`src/sv/quaternion_to_euler_with_rates_core_assert.svh`:
```
// ----------------------------------------------------------------------------
// quaternion_to_euler_with_rates_core_assert.svh
// Assertion macros shared by the quaternion to euler core
// ----------------------------------------------------------------------------
`ifndef QUATERNION_TO_EULER_WITH_RATES_CORE_ASSERT_SVH
`define QUATERNION_TO_EULER_WITH_RATES_CORE_ASSERT_SVH

// antecedent implies consequent in the same cycle
`define QER_ASSERT_IMPLY(lbl, ante, cons, msg) \
    lbl: assert property (@(posedge i_clk) disable iff (!i_rst_n) (ante) |-> (cons)) \
        else $error(msg);

// condition must never hold
`define QER_ASSERT_NEVER(lbl, cond, msg) \
    lbl: assert property (@(posedge i_clk) disable iff (!i_rst_n) !(cond)) \
        else $error(msg);

`endif

```
`src/sv/qer_pkg.sv`:
```
// ----------------------------------------------------------------------------
// qer_pkg
// Shared widths, constants, types and helpers of the quaternion to euler core
// ----------------------------------------------------------------------------
package qer_pkg;

    // cordic stage count, limited by the arctangent table
    localparam int CORDIC_STAGES = 16;
    localparam int ARC_LEN       = 24;
    localparam int NS            = (CORDIC_STAGES > ARC_LEN) ? ARC_LEN : CORDIC_STAGES;

    // datapath widths
    localparam int PW   = 35;   // quaternion sums, 2^28 = 1.0
    localparam int SW   = 30;   // clamped asin argument
    localparam int RADW = 57;   // square root radicand
    localparam int SQB  = 29;   // square root result bits
    localparam int VW   = 38;   // vectoring cordic x and y
    localparam int RW   = 34;   // rotation cordic x and y, Q4.30
    localparam int QB   = 32;   // divider quotient bits
    localparam int DENW = RW - 1;
    localparam int QDEPTH = 4;
    localparam int QAW    = $clog2(QDEPTH);

    localparam logic signed [RW-1:0] GAIN_Q30 = 34'sd652032874;
    localparam logic [31:0]          ANG_PI   = 32'h8000_0000;

    // queued request after the front stages
    typedef struct packed {
        logic signed [PW-1:0] nr;
        logic signed [PW-1:0] dr;
        logic signed [PW-1:0] ny;
        logic signed [PW-1:0] dy;
        logic signed [SW-1:0] s;
        logic [RADW-1:0]      rad;
        logic signed [15:0]   p;
        logic signed [15:0]   q;
        logic signed [15:0]   r;
    } t_qitem;

    // finished result
    typedef struct packed {
        logic signed [15:0] roll;
        logic signed [15:0] pitch;
        logic signed [15:0] yaw;
        logic signed [15:0] roll_dot;
        logic signed [15:0] pitch_dot;
        logic signed [15:0] yaw_dot;
        logic               sat;
    } t_result;

    typedef struct packed {
        logic               flag;
        logic signed [15:0] val;
    } t_sat;

    // arctangent of 2^-i, 2^31 = pi
    function automatic logic [31:0] arc_val(input int i);
        logic [31:0] v;
        case (i)
            0:  v = 32'd536870912;
            1:  v = 32'd316933406;
            2:  v = 32'd167458907;
            3:  v = 32'd84998612;
            4:  v = 32'd42667331;
            5:  v = 32'd21354465;
            6:  v = 32'd10679838;
            7:  v = 32'd5340245;
            8:  v = 32'd2670163;
            9:  v = 32'd1335087;
            10: v = 32'd667544;
            11: v = 32'd333772;
            12: v = 32'd166886;
            13: v = 32'd83443;
            14: v = 32'd41722;
            15: v = 32'd20861;
            16: v = 32'd10430;
            17: v = 32'd5215;
            18: v = 32'd2608;
            19: v = 32'd1304;
            20: v = 32'd652;
            21: v = 32'd326;
            22: v = 32'd163;
            23: v = 32'd81;
            default: v = 32'd0;
        endcase
        return v;
    endfunction

    // saturate to 16 bits signed
    function automatic t_sat sat16(input logic signed [31:0] v);
        t_sat s;
        s.flag = 1'b0;
        s.val  = v[15:0];
        if (v > 32'sd32767) begin
            s.flag = 1'b1;
            s.val  = 16'sh7fff;
        end else if (v < -32'sd32768) begin
            s.flag = 1'b1;
            s.val  = 16'sh8000;
        end
        return s;
    endfunction

    // round a 32-bit angle to 16 bits, floor of (z + 2^15) / 2^16
    function automatic logic signed [16:0] angle16(input logic signed [31:0] z);
        logic signed [32:0] s;
        s = 33'(z) + 33'sd32768;
        return s[32:16];
    endfunction

endpackage

```
`src/sv/qer_queue.sv`:
```
// ----------------------------------------------------------------------------
// qer_queue
// Short request queue between the front and back pipelines
// ----------------------------------------------------------------------------
module qer_queue (
    input  logic            i_clk,
    input  logic            i_rst_n,
    input  logic            i_push,
    input  qer_pkg::t_qitem i_item,
    input  logic            i_pop,
    output logic            o_valid,
    output logic            o_full,
    output qer_pkg::t_qitem o_item
);
    import qer_pkg::*;

    t_qitem r_mem [0:QDEPTH-1];
    logic [QAW-1:0] r_wr, r_rd;
    logic [QAW:0]   r_cnt;

    assign o_valid = (r_cnt != '0);
    assign o_full  = (r_cnt == (QAW+1)'(QDEPTH));
    assign o_item  = r_mem[r_rd];

    // storage
    always_ff @(posedge i_clk) begin
        if (i_push) begin
            r_mem[r_wr] <= i_item;
        end
    end

    // pointers and fill count
    always_ff @(posedge i_clk) begin
        if (!i_rst_n) begin
            r_wr  <= '0;
            r_rd  <= '0;
            r_cnt <= '0;
        end else begin
            if (i_push) begin
                r_wr <= r_wr + 1'b1;
            end
            if (i_pop) begin
                r_rd <= r_rd + 1'b1;
            end
            if (i_push && !i_pop) begin
                r_cnt <= r_cnt + 1'b1;
            end else if (!i_push && i_pop) begin
                r_cnt <= r_cnt - 1'b1;
            end
        end
    end

endmodule

```
`config.mk`:
```
export PLATFORM = sky130hd
export DESIGN_NAME = qer_queue
export DESIGN_NICKNAME = d
export VERILOG_FILES = /design/src/sv/quaternion_to_euler_with_rates_core_assert.svh /design/src/sv/qer_pkg.sv /design/src/sv/qer_queue.sv
export SDC_FILE = /design/constraint.sdc
export NUM_CORES = 1
export LEC_CHECK = 0
export BUFFER_PORTS_ARGS = -buffer_cell sky130_fd_sc_hd__buf_2
export CAP_MARGIN = 30
export CORE_AREA = 2 2 339 240
export CTS_BUF_LIST = sky130_fd_sc_hd__clkbuf_4 sky130_fd_sc_hd__clkbuf_8 sky130_fd_sc_hd__clkbuf_16
export CTS_CLUSTER_SIZE = 14
export DETAILED_ROUTE_END_ITERATION = 10
export DIE_AREA = 0 0 341 242
export HOLD_SLACK_MARGIN = 0.15
export PLACE_DENSITY = 0.75
export SYNTH_ARGS = -nofsm -noshare
export SYNTH_HDL_FRONTEND = slang
export SYNTH_SLANG_ARGS = --single-unit
export TNS_END_PERCENT = 50
```
`constraint.sdc`:
```
create_clock -name i_clk -period 8 [get_ports i_clk]
set_clock_uncertainty 0.1 [all_clocks]
set_input_delay 1.2 -clock i_clk [delete_from_list [all_inputs] [get_ports i_clk]]
set_output_delay 1.2 -clock i_clk [all_outputs]
set_load 0.01 [all_outputs]
```
Yosys cells after proc, flatten, opt, wreduce, memory -nomap -nowiden
Memories as Yosys holds them, arrays and structs flattened. A register that Yosys moved wholly into a read port is not among the register bits.
Cells that the tools add are included.
Word-level totals
  bits in registers: 7
  memory bits (writable): 1100
  input bits: 279
  output and inout bits: 277
  word-level logic and storage cells: 21
  memories kept: 1
Memories
  r_mem: depth 4, bits a word 275, rd ports 1, clocked after Yosys merged registers in 1, wr ports 1, RTL line qer_queue.sv:17  | t_qitem r_mem [0:QDEPTH-1];
Operators by class
  $add $sub $neg: 4
  equality and inequality tests: 1
  mux-type cells: 6
  reduce and logical (&&, ||, !) cells: 6
Operators with widths (count)
  two-way mux 3 bit: 2
  adder 2 x 1 -> 2 bit, second input constant: 2
  two-way mux 2 bit: 2
  adder 3 x 1 -> 3 bit, second input constant: 1
  == test 3 bit, second input constant: 1
  nonzero test 3 bit: 1
  subtractor 3 x 1 -> 3 bit, second input constant: 1
  logical AND 1 bit: 2
  zero test 1 bit: 2
  two-way mux 1 bit: 2
  nonzero test 2 bit: 1

Logic depth before layout (Yosys ltp)
  depth in word-level cells: 4
  gate-level depth with buffers: 7
  mapped depth without buffers: 7

Worst setup path before layout
Ideal clock, no wire load.
  path type: in2reg
  start point: input port i_push
  end point: memory r_mem[0][0] (netlist name) (enable)
  setup time: 0.670 ns
  arrival time: 7.409 ns
  required time: 7.230 ns
  path slack: -0.179 ns
  stages: 1
  path buffers: 0
  cell sequence: and2_1
Between the ends
  cells in the longest elaborated chain, start to end: 2
RTL lines
  start, declared: RTL line qer_queue.sv:8  | input logic i_push,
  two-way mux 1 bit: RTL line qer_queue.sv:27  | if (i_push) begin
  two-way mux 1 bit (implied by the code): RTL line qer_queue.sv:28  | r_mem[r_wr] <= i_item;
  end, declared: RTL line qer_queue.sv:17
Every way passes these cells.

==> results.ini <==
[finish]
nFillCells = 5439
drive_above_1_share = 0.4645
area_delta_synth_final_pct = 17.52
final_cell_mix = edfxtp_1 (1100), buf_2 (555), mux4_2 (275)
instances_no_fill = 3258
final_common_cell = edfxtp_1
nets = 2380
fin_area_sq_um = 47250

[logic_synthesis]
avgSynthCellArea_sq_um = 27.16
yosysSeqAreaShare = 0.8261
synthFlopType = edfxtp_1
synth-edff-count = 1100
syn-num-nets = 1765
yosysWarnings = 0
synth_seq_cells = 1109
syn_area_sq_um = 40200
synth.distinct_cells = 20
syn-instance-count = 1480
async_flop_share = 0

[placed_design]
gp_congestion = 0.7558
placed_cells = 3060
dp_hpwl_um = 47390
io_buffers = 555
dpl-instance-area_sq_um = 44050
pre_cts_ws_ns = 4.071

[clock_tree]
clkSinkCount = 1109
cts_inserted_buffers = 100
cts_resized = 0
cts_setup_buffers = 0
clk_latency_ns = 0.64
cts_tree = done
hold_buffers = 0
cts_buffer_depth = 3
clk_pin_slew_ns = 0.06
htree_levels = 3
root_buffer = clkbuf_16

[global_route]
grt_use_total = 0.1911
grt_antenna_before_repair = 25
grt.overflow.total = 0
grt_max_degree = 153
grt_pass1_vias = 18980
grt_pass1_wl_um = 118800

[run]
drv_cap = 0

[critical_path]
arrival_ns = 3.22
crit_path_end_kind = primary output
startpoint_type = flop
r2r_setup_slack_ns = 5.23
crit_path_max_fanout = 42
cp.required_ns = 6.70
path_class = reg -> out
r2r_cells = 5
reg2reg_from = r_wr[0]$_SDFFE_PN0P_

[routing]
wl_met1_um = 30740
met3_length_um = 6235
met2_length_um = 40190
drc_errors = 0
vias = 17980
top_layer_used = met5
drtAntennaViolNets = 0
viasPerCell = 5.520
drt_first_iter_violations = 1409
wl_per_cell_um = 24.23
routed_wl_um = 78940
drtPass1Iterations = 5

[sta]
hold_violations = 0
period_share = 0.5648
drv_slew = 0
rsz0062_at_grt = false
fmax_ghz = 0.2213
slew_headroom = 0.1537
holdWs_ns = 0.4362
worstMarginPinSlew_ns = 1.269
worst_slack_ns = 3.481
min_period_ns = 4.519
setup_violations = 0

[pwr]
power_density_nw_per_um2 = 264.2
peakVddDrop_v = 0.0001845
leakage_nw = 15.69

[floorplanning]
die_w_um = 341
core_area_sq_um = 79570
initial_core_util = 0.5052
die_h_um = 242
dieArea_sq_um = 82520
pin_count = 556
fp-row-count = 87

[hold_path]
hold_start = r_cnt[2]$_SDFFE_PN0P_
whs_path_depth = 2
hp-class = reg -> reg

[outcome]
status = completed

[flip-flops by register name, summed over array words and instances, names as in the netlist, named ones only]
| signal | count |
|---|---|
| r_cnt | 3 |
| r_mem | 1100 |
| r_rd | 2 |
| r_wr | 2 |
[path summary, 6_finish.rpt]
check	endpoint
hold reg to reg	r_cnt[2]$_SDFFE_PN0P_
hold / removal	r_cnt[2]$_SDFFE_PN0P_
setup reg to reg	r_mem[0][41]$_DFFE_PP_
setup / recovery	o_item[175]
[stage by stage]
stage,power [mW],TNS [ns],util
floorplan,7.620,-98.55,-
global placement,8.046,0,0.5533
detailed placement,8.092,0,0.5536
CTS,12.62,0,0.5928
global route,12.92,0,0.5934
finish,12.48,0,0.5938
[area by class of cell]
class	instances	area (sq um)	area share
diodes	20	50.05	0.001059
clock buffers	133	2763	0.05847
clock inverters	44	352.8	0.007468
inverters	4	15.01	0.0003178
multi-input cells	305	6455	0.1366
flip-flops and latches	1109	33220	0.7031
well taps	1068	1336	0.02828
repair buffers	575	3055	0.06467
[where the power goes]
group | switching (mW) | leakage [nW] | internal, mW
Sequential | 0.0800 | 10.2 | 6.68
Combinational | 0.661 | 3.97 | 0.532
Clock | 1.97 | 1.55 | 2.56
Total | 2.71 | 15.7 | 9.77
[cells in the mapped netlist, types with 3 or more instances]
library cell	count	area (sq um)
buf_6	17	191.4
xor2_1	3	26.28
buf_8	12	180.2
ha_1	5	62.56
buf_2	29	145.1
and2_1	9	56.30
dfxtp_1	9	180.2
mux4_2	275	6193
clkbuf_1	4	15.01
inv_1	4	15.01
edfxtp_1	1100	33030
[worst max-delay path, cell delays in order, from the launching register on]
cell	delay (ns)
dfxtp_4	0.91
buf_4	0.78
mux4_2	0.62
buf_2	0.16
[metal layers]
metal | GRT usage | vias to the layer above
met3 | 0.05728 | 133
met4 | 0.05183 | 22
met1 | 0.2534 | 9510
met5 | 0 | -
li1 | - | 7711
met2 | 0.3118 | 608
[logic make-up (layout without fill, tap and decap cells)]
| family | count (synthesis) | count (layout) | synth area share |
|---|---|---|---|
| simple gates | 15 | 15 | 0.002303 |
| flops | 1109 | 1109 | 0.8261 |
| compound gates | 2 | 2 | 0.0003112 |
| fa+ha+maj | 6 | 6 | 0.002054 |
| mux | 277 | 277 | 0.1546 |
| buf+inv | 66 | 756 | 0.01360 |
| other cells | 0 | 20 | 0 |
| xor+xnor | 5 | 5 | 0.001089 |
No activity file was read; power rests on OpenSTA's default activity.
